==> src/rtl/heq_pkg.sv <==
// ---------------------------------------------------------------------------
// Histogram equalizer package
// Fixed widths, Q1.16 constants, action and register codes, FSM states.
// ---------------------------------------------------------------------------
package heq_pkg;

  localparam int unsigned PIX_W     = 16;
  localparam int unsigned Q_W       = 17;
  localparam int unsigned FRAC_W    = 16;
  localparam logic [16:0] ONE_Q     = 17'h10000;
  localparam int unsigned DIV_STEPS = 17;
  localparam int unsigned APB_AW    = 3;
  localparam int unsigned APB_DW    = 32;

  typedef enum logic [1:0] {
    ACT_ACCUM = 2'd0,
    ACT_FINAL = 2'd1,
    ACT_MAP   = 2'd2,
    ACT_CLEAR = 2'd3
  } action_e;

  typedef enum logic {
    REG_MIN = 1'b0,
    REG_MAX = 1'b1
  } reg_idx_e;

  typedef enum logic [4:0] {
    ST_CLR,
    ST_IDLE,
    ST_NORM,
    ST_NWAIT,
    ST_BIN,
    ST_ACC_RD,
    ST_ACC_WR,
    ST_MAP_RD,
    ST_MAP_MUL,
    ST_MAP_SUM,
    ST_MAP_SCL,
    ST_MAP_OUT,
    ST_FIN_RD,
    ST_FIN_DIV,
    ST_FIN_WAIT,
    ST_FIN_END,
    ST_DONE
  } state_e;

  typedef struct packed {
    logic signed [PIX_W-1:0] min_val;
    logic signed [PIX_W-1:0] max_val;
  } cfg_t;

endpackage

==> src/rtl/heq_cfg.sv <==
// ---------------------------------------------------------------------------
// Histogram equalizer register file
// APB-style access to the minimum and maximum range registers.
// ---------------------------------------------------------------------------
module heq_cfg (
  input  logic                          clk_i,
  input  logic                          rst_ni,
  input  logic                          psel,
  input  logic                          penable,
  input  logic                          pwrite,
  input  logic [heq_pkg::APB_AW-1:0]    paddr,
  input  logic [heq_pkg::APB_DW-1:0]    pwdata,
  output logic [heq_pkg::APB_DW-1:0]    prdata,
  output logic                          pready,
  output heq_pkg::cfg_t                 cfg_o
);

  heq_pkg::reg_idx_e idx;
  logic              wr_en;
  heq_pkg::cfg_t     cfg_q;

  assign idx    = heq_pkg::reg_idx_e'(paddr[2]);
  assign wr_en  = psel && penable && pwrite;
  assign pready = 1'b1;
  assign cfg_o  = cfg_q;

  // Write the addressed register on the access phase
  always_ff @(posedge clk_i or negedge rst_ni) begin
    if (!rst_ni) begin
      cfg_q.min_val <= 16'sd0;
      cfg_q.max_val <= 16'sd32767;
    end else if (wr_en) begin
      case (idx)
        heq_pkg::REG_MIN: cfg_q.min_val <= pwdata[heq_pkg::PIX_W-1:0];
        heq_pkg::REG_MAX: cfg_q.max_val <= pwdata[heq_pkg::PIX_W-1:0];
        default: ;
      endcase
    end
  end

  // Return the sign-extended register value
  always_comb begin
    case (idx)
      heq_pkg::REG_MIN: prdata = heq_pkg::APB_DW'(cfg_q.min_val);
      heq_pkg::REG_MAX: prdata = heq_pkg::APB_DW'(cfg_q.max_val);
      default:          prdata = '0;
    endcase
  end

endmodule

==> config.mk <==
export PLATFORM = sky130hd
export DESIGN_NAME = heq_cfg
export DESIGN_NICKNAME = d
export VERILOG_FILES = /design/src/rtl/heq_pkg.sv /design/src/rtl/heq_cfg.sv
export SDC_FILE = /design/constraint.sdc
export NUM_CORES = 1
export LEC_CHECK = 0
export ABC_AREA = 1
export BUFFER_PORTS_ARGS = -buffer_cell sky130_fd_sc_hd__buf_2
export CORE_ASPECT_RATIO = 0.6
export CORE_UTILIZATION = 40
export DETAILED_ROUTE_END_ITERATION = 16
export PLACE_DENSITY = 0.8
export SLEW_MARGIN = 10
export SYNTH_ARGS = -nofsm -noshare
export SYNTH_HDL_FRONTEND = slang
export SYNTH_SLANG_ARGS = --single-unit
==> constraint.sdc <==
create_clock -name clk_i -period 1.7 [get_ports clk_i]
set_input_delay 0.255 -clock clk_i [delete_from_list [all_inputs] [get_ports clk_i]]
set_output_delay 0.255 -clock clk_i [all_outputs]
set_load 0.01 [all_outputs]
After elaboration in Yosys (flattened, before gate mapping)
Index checks and enable logic that the tools add are counted.
{"block": "classes", "n_mux": 1, "reduce_logical": 4, "bitwise": 1}
{"operator": "32-bit case mux with 2 select lines", "count": 1}
{"operator": "2-bit AND reduction", "count": 2}
{"operator": "1-bit logical AND", "count": 2}
{"operator": "1-bit inverter", "count": 1}
{"block": "totals", "elab_cells": 8, "ff_bits": 32, "inputBits": 40, "out_inout_bits": 65}

Depth between registers and ports, before layout
{"block": "logic_depth", "depth_word": 3, "ltp_mapped": 6, "ltp_nobuf": 4}

Least setup slack after synthesis
OpenSTA, ideal clock, no wires.
{"block": "synth_timing", "path_type": "input port to output port", "start": "input paddr[2] (netlist bit)", "end": "output prdata[16] (netlist bit)", "n_path_buf": 3, "cell_stages": 6, "arrival_ns": 1.271, "required_ns": 1.445, "setup_slack_ns": 0.174, "path_cell_list": "buf_4 -> inv_2 -> buf_2 -> nand2_1 -> nand2_1 -> buf_4"}
{"block": "synth_via", "elab_chain_cells": 2}
{"item": "start, declared", "line_no": "heq_cfg.sv:11", "source": "input logic [heq_pkg::APB_AW-1:0] paddr,"}
{"item": "1-bit inverter"}
{"item": "32-bit case mux with 2 select lines (*)", "line_no": "heq_cfg.sv:43", "source": "case (idx)"}
{"item": "end, declared", "line_no": "heq_cfg.sv:13", "source": "output logic [heq_pkg::APB_DW-1:0] prdata,"}
Mark *: on every way between the ends. The rest lies on a longest branch, timed or not.

Worst setup path in the final report
{"block": "layout_timing", "start": "register cfg_q (netlist bit cfg_o[31])", "end": "output prdata[15] (netlist bit)"}
{"block": "layout_via", "elab_chain_cells": 1}
{"item": "start, declared", "line_no": "heq_cfg.sv:20", "source": "heq_pkg::cfg_t cfg_q;"}
{"item": "32-bit case mux with 2 select lines", "line_no": "heq_cfg.sv:43"}
Every way passes these cells.

==> flow_summary.toml <==
[setup_path]
crit_fanout = 17
rr_worst_depth = 2
setup.worst_path.class = "register to output pin"
worst_setup_path_end_kind = "output pin"
worstPathRequired_ps = 1440
cp_data_arrival_time_ps = 1180
r2r_setup_slack_ps = 970
crit_path_start_kind = "register"

[die]
std_cell_rows = 17
coreArea_mm2 = 0.00381
start_util = 0.431
chipWidth_um = 84.7
dieArea_mm2 = 0.00438
io_pins = 105
die_h_um = 51.6

[status]
status = "finished clean"

[finish]
diodes = 0
syn_to_final_growth_pct = 24.8
fin_cells = 327
largest_register_ffs = 32
fin_area_mm2 = 0.00205
utilization = 0.539
drive_above_1_share = 0.407
layout.nets = 321

[clocking]
post_cts_buffers = 0
clock_latency_ps = 280
cts_made_buffers = 5
cts_tree = "yes"
root_buffer = "clkbuf_8"
post_cts_resized = 0
cts_sinks = 32
htreeDepth = 2
cts-hold-fix-buffers = 0
path_clk_slew_ps = 70
clockBufferDepth = 2

[timing]
tightest_slew_ps = 688
final.setup.tns_ps = 0
slew_viol_final = 0
setup_viol_count_final = 0
hold_ws_ps = 18.9
hold_violations = 0
fin_crit_ps = 1430
fmax_ghz = 0.697
period_share = 0.844
grt_setup_unrepaired = "no"
max-slew-margin-rel = 0.541
finClkSkew_ps = 0

[drt]
wirelength_um = 3820
wl_met2_um = 1650
highest_layer = "met4"
vias = 1540
drtAntennaViolNets = 0
drc = 0
met1_length_um = 1880
firstDrtPassIters = 7
routed_via_density = 4.71
routedWlPerCell_um = 11.7
first_iter_violations = 77
met3_length_um = 243

[synthesis]
synth_common_cells = "nand2_1 (113), nand3_1 (32), buf_4 (21)"
synth-async-reset-ratio = 1.00
yosysMostFrequentCell = "nand2_1"
postSynthAreaPerCell_um2 = 7.75
synth_ff_type = "dfrtp_1"
yosysTopAreaCell = "dfrtp_1"
yosysSeqAreaShare = 0.499
ys_warn_count = 0
netlist_area_mm2 = 0.00164
yosys-top-cells-area = "dfrtp_1 (26%), nand2_1 (26%), dfstp_2 (24%)"
ys_ff_latch = 32
synth-edff-count = 0
synth_cells = 212
synth.top_cell.area_share = 0.259
synth_cell_types = 13
syn-num-nets = 252

[job]
cap_violations = 0

[power_and_ir_drop]
peakVddDrop_uv = 528
p_per_area_mw_per_mm2 = 1130
leakage_nw = 1.24

[placement]
port-buffer-count = 85
gp_congestion = 0.688
placed_cell_area_mm2 = 0.00198
dp_hpwl_um = 2670
dp_cells = 321

[global_routing]
grt_max_degree = 33
grt_overflow = 0
grt_usage = 0.189
antenna_found_initial = 0
grt_pass1_wl_um = 6220
grt_pass1_vias = 1325

[min_path]
worstHoldPathType = "input port to asynchronous set/reset pin"
## report_power, final
group,internal (mW),total [mW],switching [mW]
Combinational,0.299,0.718,0.419
Clock,0.272,0.522,0.250
Sequential,0.956,1.07,0.114
## critical path: stages (launching register included)
cell and delay, ps:
dfrtp_1 370, nand2_1 60, nand2_1 260, buf_2 210
## path summary, 6_finish.rpt
kind,start,endpoint
max,cfg_o[31],prdata[15]
min reg2reg,cfg_o[4],cfg_o[4]
max reg2reg,cfg_o[14],cfg_o[14]
max in group asynchronous,rst_ni,cfg_o[21]
min in group clk_i,pwdata[2],cfg_o[2]
min,rst_ni,cfg_o[16]
## cells by family after synthesis
| family | Yosys count | synth area share |
|---|---|---|
| flip-flops | 32 | 0.499 |
| other | 1 | 0.00228 |
| AND/OR/NAND/NOR | 148 | 0.376 |
| buffers and inverters | 31 | 0.123 |
## layer usage
layer	up-vias	GRT usage
met2	58	0.302
met4	0	0.0593
met1	694	0.251
met3	8	0.0556
li1	780	-
met5	-	0
## layout by cell type, fill, tap and decap left out
cell type  synthesis  routed
nand2_1          113     113
buf_2              5      85
nand3_1           32      32
dfrtp_1           17      17
dfstp_2           15      15
buf_4             21       6
clkbuf_8           0       5
inv_2              1       1
nand4_4            1       1
inv_1              1       1
nor2_2             1       1
nand4_1            1       1
conb_1             1       1
clkbuf_1           3       1
## stage by stage
stage / power (mW) / setup WS [ps]
4_1_cts: 2.33 / 247
3_3_place_gp: 1.79 / 451
6_report: 2.31 / 266
2_1_floorplan: 1.54 / 174
5_1_grt: 2.47 / 147
3_5_place_dp: 1.81 / 451
## area by class of cell
type / count / area, um^2
flip-flops and latches: 32 / 820
multi-input cells: 149 / 622
fillers: 370 / 1760
well taps: 47 / 58.8
repair buffers: 91 / 470
clock buffers: 6 / 72.6
inverters: 2 / 7.51
(Power assumes the default switching activity.)
