--- config.mk ---
export PLATFORM = sky130hd
export DESIGN_NAME = heq_div
export DESIGN_NICKNAME = d
export VERILOG_FILES = /design/src/rtl/heq_pkg.sv /design/src/rtl/heq_div.sv
export SDC_FILE = /design/constraint.sdc
export NUM_CORES = 1
export LEC_CHECK = 0
export ABC_AREA = 1
export BUFFER_PORTS_ARGS = -buffer_cell sky130_fd_sc_hd__buf_2
export CAP_MARGIN = 20
export CORE_ASPECT_RATIO = 2
export CORE_UTILIZATION = 57
export CTS_CLUSTER_SIZE = 10
export DETAILED_ROUTE_END_ITERATION = 12
export PLACE_DENSITY = 0.77
export SLEW_MARGIN = 20
export SYNTH_ARGS = -nofsm -noshare
export SYNTH_HDL_FRONTEND = slang
export SYNTH_SLANG_ARGS = --single-unit
--- constraint.sdc ---
create_clock -name clk_i -period 2.4 [get_ports clk_i]
set_clock_uncertainty 0.15 [all_clocks]
set_input_delay 0.36 -clock clk_i [delete_from_list [all_inputs] [get_ports clk_i]]
set_output_delay 0.36 -clock clk_i [all_outputs]
set_load 0.1 [all_outputs]
--- src/rtl/heq_pkg.sv ---
// ---------------------------------------------------------------------------
// Histogram equalizer package
// Fixed widths, Q1.16 constants, action and register codes, FSM states.
// ---------------------------------------------------------------------------
package heq_pkg;

  localparam int unsigned PIX_W     = 16;
  localparam int unsigned Q_W       = 17;
  localparam int unsigned FRAC_W    = 16;
  localparam logic [16:0] ONE_Q     = 17'h10000;
  localparam int unsigned DIV_STEPS = 17;
  localparam int unsigned APB_AW    = 3;
  localparam int unsigned APB_DW    = 32;

  typedef enum logic [1:0] {
    ACT_ACCUM = 2'd0,
    ACT_FINAL = 2'd1,
    ACT_MAP   = 2'd2,
    ACT_CLEAR = 2'd3
  } action_e;

  typedef enum logic {
    REG_MIN = 1'b0,
    REG_MAX = 1'b1
  } reg_idx_e;

  typedef enum logic [4:0] {
    ST_CLR,
    ST_IDLE,
    ST_NORM,
    ST_NWAIT,
    ST_BIN,
    ST_ACC_RD,
    ST_ACC_WR,
    ST_MAP_RD,
    ST_MAP_MUL,
    ST_MAP_SUM,
    ST_MAP_SCL,
    ST_MAP_OUT,
    ST_FIN_RD,
    ST_FIN_DIV,
    ST_FIN_WAIT,
    ST_FIN_END,
    ST_DONE
  } state_e;

  typedef struct packed {
    logic signed [PIX_W-1:0] min_val;
    logic signed [PIX_W-1:0] max_val;
  } cfg_t;

endpackage

--- src/rtl/heq_div.sv ---
// ---------------------------------------------------------------------------
// Histogram equalizer divider
// Restoring divider, one quotient bit per cycle, result capped at 1.0 Q1.16.
// ---------------------------------------------------------------------------
module heq_div #(
  parameter int unsigned NUM_W = 32,
  parameter int unsigned DEN_W = 16
) (
  input  logic                      clk_i,
  input  logic                      rst_ni,
  input  logic                      start_i,
  input  logic [NUM_W-1:0]          num_i,
  input  logic [DEN_W-1:0]          den_i,
  output logic                      done_o,
  output logic [heq_pkg::Q_W-1:0]   quo_o
);

  localparam int unsigned QW    = heq_pkg::Q_W;
  localparam int unsigned CMP_W = (NUM_W > DEN_W + QW) ? NUM_W : DEN_W + QW;
  localparam int unsigned CNT_W = $clog2(heq_pkg::DIV_STEPS + 1);

  logic [CMP_W-1:0] num_ext;
  logic [CMP_W-1:0] den_top;
  logic             ovf;
  logic [DEN_W:0]   trial;
  logic [DEN_W:0]   trial_sub;
  logic             ge;

  logic             busy_q;
  logic             done_q;
  logic [CNT_W-1:0] cnt_q;
  logic [DEN_W-1:0] rem_q;
  logic [DEN_W-1:0] den_q;
  logic [QW-1:0]    quo_q;

  assign num_ext   = CMP_W'(num_i);
  assign den_top   = CMP_W'({den_i, {QW{1'b0}}});
  assign ovf       = num_ext >= den_top;
  assign trial     = {rem_q, quo_q[QW-1]};
  assign ge        = trial >= {1'b0, den_q};
  assign trial_sub = trial - {1'b0, den_q};

  // Sequence the steps
  always_ff @(posedge clk_i or negedge rst_ni) begin
    if (!rst_ni) begin
      busy_q <= 1'b0;
      done_q <= 1'b0;
      cnt_q  <= '0;
    end else begin
      done_q <= 1'b0;
      if (start_i) begin
        busy_q <= !ovf;
        done_q <= ovf;
        cnt_q  <= CNT_W'(heq_pkg::DIV_STEPS);
      end else if (busy_q) begin
        cnt_q <= cnt_q - CNT_W'(1);
        if (cnt_q == CNT_W'(1)) begin
          busy_q <= 1'b0;
          done_q <= 1'b1;
        end
      end
    end
  end

  // Shift dividend bits in, quotient bits out
  always_ff @(posedge clk_i) begin
    if (start_i) begin
      den_q <= den_i;
      rem_q <= num_ext[DEN_W+QW-1:QW];
      quo_q <= ovf ? heq_pkg::ONE_Q : num_i[QW-1:0];
    end else if (busy_q) begin
      rem_q <= ge ? trial_sub[DEN_W-1:0] : trial[DEN_W-1:0];
      quo_q <= {quo_q[QW-2:0], ge};
    end
  end

  assign done_o = done_q;
  assign quo_o  = (quo_q > heq_pkg::ONE_Q) ? heq_pkg::ONE_Q : quo_q;

endmodule

Yosys cells after proc, flatten, opt, wreduce, memory -nomap -nowiden
Cells that the tools add are included.
{"block": "op_classes", "n_eq_ne": 1, "multipliers": 0, "bitwise_logic": 0, "addsub": 2, "shifts": 0, "muxes": 15, "order_cmp": 3, "n_reduce_logical": 2, "n_div": 0}
{"op": "two-way mux 17 bit", "n": 4}
{"op": ">= comparator 32 x 33 -> 1 bit", "n": 1}
{"op": "two-way mux 15 bit", "n": 2}
{"op": ">= comparator 17 x 16 -> 1 bit", "n": 1}
{"op": "greater-than comparator 17 bit, second input constant", "n": 1}
{"op": "two-way mux 16 bit", "n": 1}
{"op": "subtractor 16 bit", "n": 1}
{"op": "two-way mux 5 bit", "n": 2}
{"op": "two-way mux 1 bit", "n": 6}
{"op": "== test 5 x 1 -> 1 bit, second input constant", "n": 1}
{"op": "subtractor 5 x 1 -> 5 bit, second input constant", "n": 1}
{"op": "nonzero test 2 bit", "n": 1}
{"op": "zero test 1 bit", "n": 1}
{"block": "word_totals", "ramBits": 0, "inputBits": 51, "mem_count": 0, "romBits": 0, "wordCells": 30, "reg_bits": 56, "latchBits": 0, "out_inout_bits": 18}

Longest topological paths before layout
{"block": "logic_depth", "ltp_word": 4, "ltp_mapped": 15}

Least setup slack after synthesis
No wires, ideal clock.
{"block": "synth_path", "path_type": "register to output", "start": "register quo_q[7]", "end": "output port quo_o[10] (netlist name)", "slack_ns": -0.474, "stages_incl_launch_ff": 5, "required_ns": 1.890, "arrival_ns": 2.364, "path_cell_list": "edfxtp_1 nor4_1 a31oi_1 clkbuf_1 nor2_1"}
{"block": "synth_via", "elab_chain_len": 2}
{"item": "from (decl)", "line": "heq_div.sv:34", "text": "logic [QW-1:0] quo_q;"}
{"item": "from (signal assigned)", "line": "heq_div.sv:70", "text": "quo_q <= ovf ? heq_pkg::ONE_Q : num_i[QW-1:0];"}
{"item": "from (signal assigned)", "line": "heq_div.sv:73", "text": "quo_q <= {quo_q[QW-2:0], ge};"}
{"item": "greater-than comparator 17 bit", "line": "heq_div.sv:78", "text": "assign quo_o = (quo_q > heq_pkg::ONE_Q) ? heq_pkg::ONE_Q : quo_q;"}
{"item": "two-way mux 17 bit", "line": "heq_div.sv:78"}
{"item": "to (decl)", "line": "heq_div.sv:15", "text": "output logic [heq_pkg::Q_W-1:0] quo_o"}
No other way between the ends.

Worst setup path after layout
{"block": "layout_path", "start": "register quo_q[3]", "end": "output port quo_o[13] (netlist name)"}
Same word-level chain as after synthesis.

==> results.cfg <==
[run_status]
status = complete, no violations

[logic_synthesis]
yosysSeqAreaShare_pct = 36.91
synth_area_leaders = edfxtp_1 (33%), nand2_1 (14%), ha_1 (9.3%)
syn_avg_cell_area_um2 = 7.632
synth_cell_types = 42
netlist_area_um2 = 4434
syn_nets = 666
yosysTopAreaCell = edfxtp_1
yosysWarningCount = 0
synthArstFlopShare_pct = 12.50
syn_inst = 581
yosysTopAreaCellShare_pct = 32.51
synth_ff_type = edfxtp_1
ys_seq_elements = 56
synth_edf_count = 48

[clocking]
cts-root-buf = clkbuf_16
htreeDepth = 2
cts_tree = yes
clockBufferDepth = 2
cts_buffers = 5
clk_pin_slew_ns = 0.07
clock-sinks = 56
clk_latency_ns = 0.29

[power_and_ir_drop]
comb_power_share_pct = 56.9
switching_power_mw = 2.294
internal-power_mw = 2.692
cellLeakagePower_nw = 2.755
sw_frac_of_total_pct = 46.01
power_frac_clock_pct = 14.2
seqPwrFrac_pct = 28.8
ir_drop_mv = 0.6249
p_per_area_nw_per_um2 = 899.2

[global_route]
antenna_found_initial = 0
grt_use_total_pct = 29.82
grt_pass1_vias = 4192
grt_max_degree = 38
grt_first_pass_wirelength_mm = 18.69
grt_overflow = 0

[worst_setup_path]
r2r_cells = 11
crit_path_end_kind = output pin
max_stage_delay_ns = 0.45
crit_family = simple AND/OR/NAND/NOR gates
worst-path-stages = 5
critPathRequiredTime_ns = 1.89
worstPathArrival_ns = 1.84
cp_max_fo = 5
crit_slowest_cell = edfxtp_1
critical_path_class = flip-flop to output pin
path_buf_inv = 2
path_cells = nor4_4 > a31oi_4 > buf_4 > nor2_4 > buf_12
cp-start-kind = flip-flop

[cells_and_area]
multiInputGateArea_um2 = 2516
antennaDiodeCount = 0
syn_to_final_growth_pct = 25.06
drive_gt1_share_pct = 26.09
final_cell_mix = nand2_1 (170), inv_1 (98), buf_2 (52), edfxtp_1 (48), nor2_1 (29)
stdcell_area_um2 = 5545
final-seq-area_um2 = 1637
nNetsFinal = 747
final_common_cell = nand2_1
nFillCells = 610

[floorplan]
num_io_pins = 69
start_util_pct = 58.77
rows = 45
coreArea_um2 = 7545
die_width_um = 64.37
chipHeight_um = 126.7
die_area_um2 = 8157

[routing]
vias = 4135
wirelength_mm = 11.71
dr.pass1.iters = 5
detailedRoute.firstIterationViolations = 258
ant_nets = 0
wire_per_inst_um = 15.46
via_per_inst = 5.462
post-route-drc-count = 0

[timing]
worstMarginPinSlew_ns = 0.5152
finalCriticalPeriod_ns = 2.346
whs_ns = 0.1012
fin_crit_sh_pct = 97.75
fmax_mhz = 426.2
setup_violations = 0
finalMaxSlewViolations = 0
slew_headroom_pct = 65.89
hold_viol = 0

[placement]
dp_hpwl_mm = 9.151
gp_congestion = 0.9488
placed_cell_area_um2 = 5201
port-buffer-count = 68

[min_path]
hold_path.class = input pin to flip-flop
holdPathStages = 1

[flow_run]
drv_cap = 0
[stage by stage]
stage	utilization, %	power (mW)	std cells	setup TNS (ns)	setup slack, ns
2_1_floorplan	-	3.437	581	-2.861	-0.2687
3_3_place_gp	68.94	4.032	739	-0.9384	-0.1409
3_5_place_dp	68.94	4.101	739	-1.074	-0.1634
4_1_cts	71.81	4.857	749	0	0.006329
5_1_grt	73.50	5.291	757	-0.0008096	-0.0008096
6_report	73.50	4.986	757	0	0.05388
[power by group through the flow]
stage                     clock (mW)  combinational [mW]  sequential (mW)
final                          0.710                2.84             1.44
after global routing           0.751                3.08             1.46
after CTS                      0.724                2.70             1.43
after detailed placement           0                2.67             1.43
after global placement             0                2.61             1.42
after floorplan                    0                2.04             1.40
[sequential cells by signal, indices dropped and copies added, names as in the netlist]
| name | flops |
|---|---|
| rem_q | 16 |
| den_q | 16 |
| quo_q | 17 |
| busy_q | 1 |
| cnt_q | 5 |
| done_o | 1 |
[cells in the mapped netlist, types with 7 or more instances]
cell type  number
nand2_1       171
inv_1          98
edfxtp_1       48
nor2_1         47
ha_1           33
nand4_1        28
nand2_2        22
nand3_1        20
nand3b_1       19
a21oi_1        18
nand3_2        11
clkbuf_1        7
dfrtp_1         7
[area by class of cell]
type	instances	area share (%)
multi-input cells	412	45.37
clock inverters	2	0.2031
inverters	101	6.837
clock buffers	6	2.324
flip-flops and latches	56	29.51
well taps	94	2.121
repair buffers	86	13.63
[kinds of logic (layout without fill, tap and decap cells)]
group	count (synthesis)	count (layout)	synth area share (%)
and+or+nand+nor	337	340	37.44
buffers and inverters	116	195	10.69
DFF	56	56	36.91
adders and majority gates	34	34	9.763
AOI/OAI and AO/OA	31	31	3.809
xor gates and xnor gates	7	7	1.383
[layer usage]
metal	up-vias	share of wire (%)	global-route usage, %
met5	-	0	0
met3	50	3.9	4.766
met1	1906	34	27.53
li1	2042	-	-
met4	0	5.7	20.13
met2	137	57	56.90
[final timing paths]
kind	start	to	slack [ns]
setup / recovery	quo_q[3]$_DFFE_PP_	quo_o[13]	0.05
hold / removal	den_i[10]	den_q[10]$_DFFE_PP_	0.10
setup reg to reg	rem_q[8]$_DFFE_PP_	rem_q[6]$_DFFE_PP_	0.09
hold reg to reg	cnt_q[2]$_DFFE_PN0P_	cnt_q[2]$_DFFE_PN0P_	0.34
max in group asynchronous	rst_ni	busy_q$_DFF_PN0_	1.66
min in group asynchronous	rst_ni	cnt_q[0]$_DFFE_PN0P_	0.29
[timing repair]
item / in CTS / in global routing
cloned: 0 / 3
gates resized for setup: 8 / 17
buffers inserted: 1 / 5
setup endpoints to repair: 16 / 20
hold buffers: 1 / 0
pin swaps: 1 / 3
endpoints found under the hold margin: 7 / 0
Power figures use the tool's default switching activity.
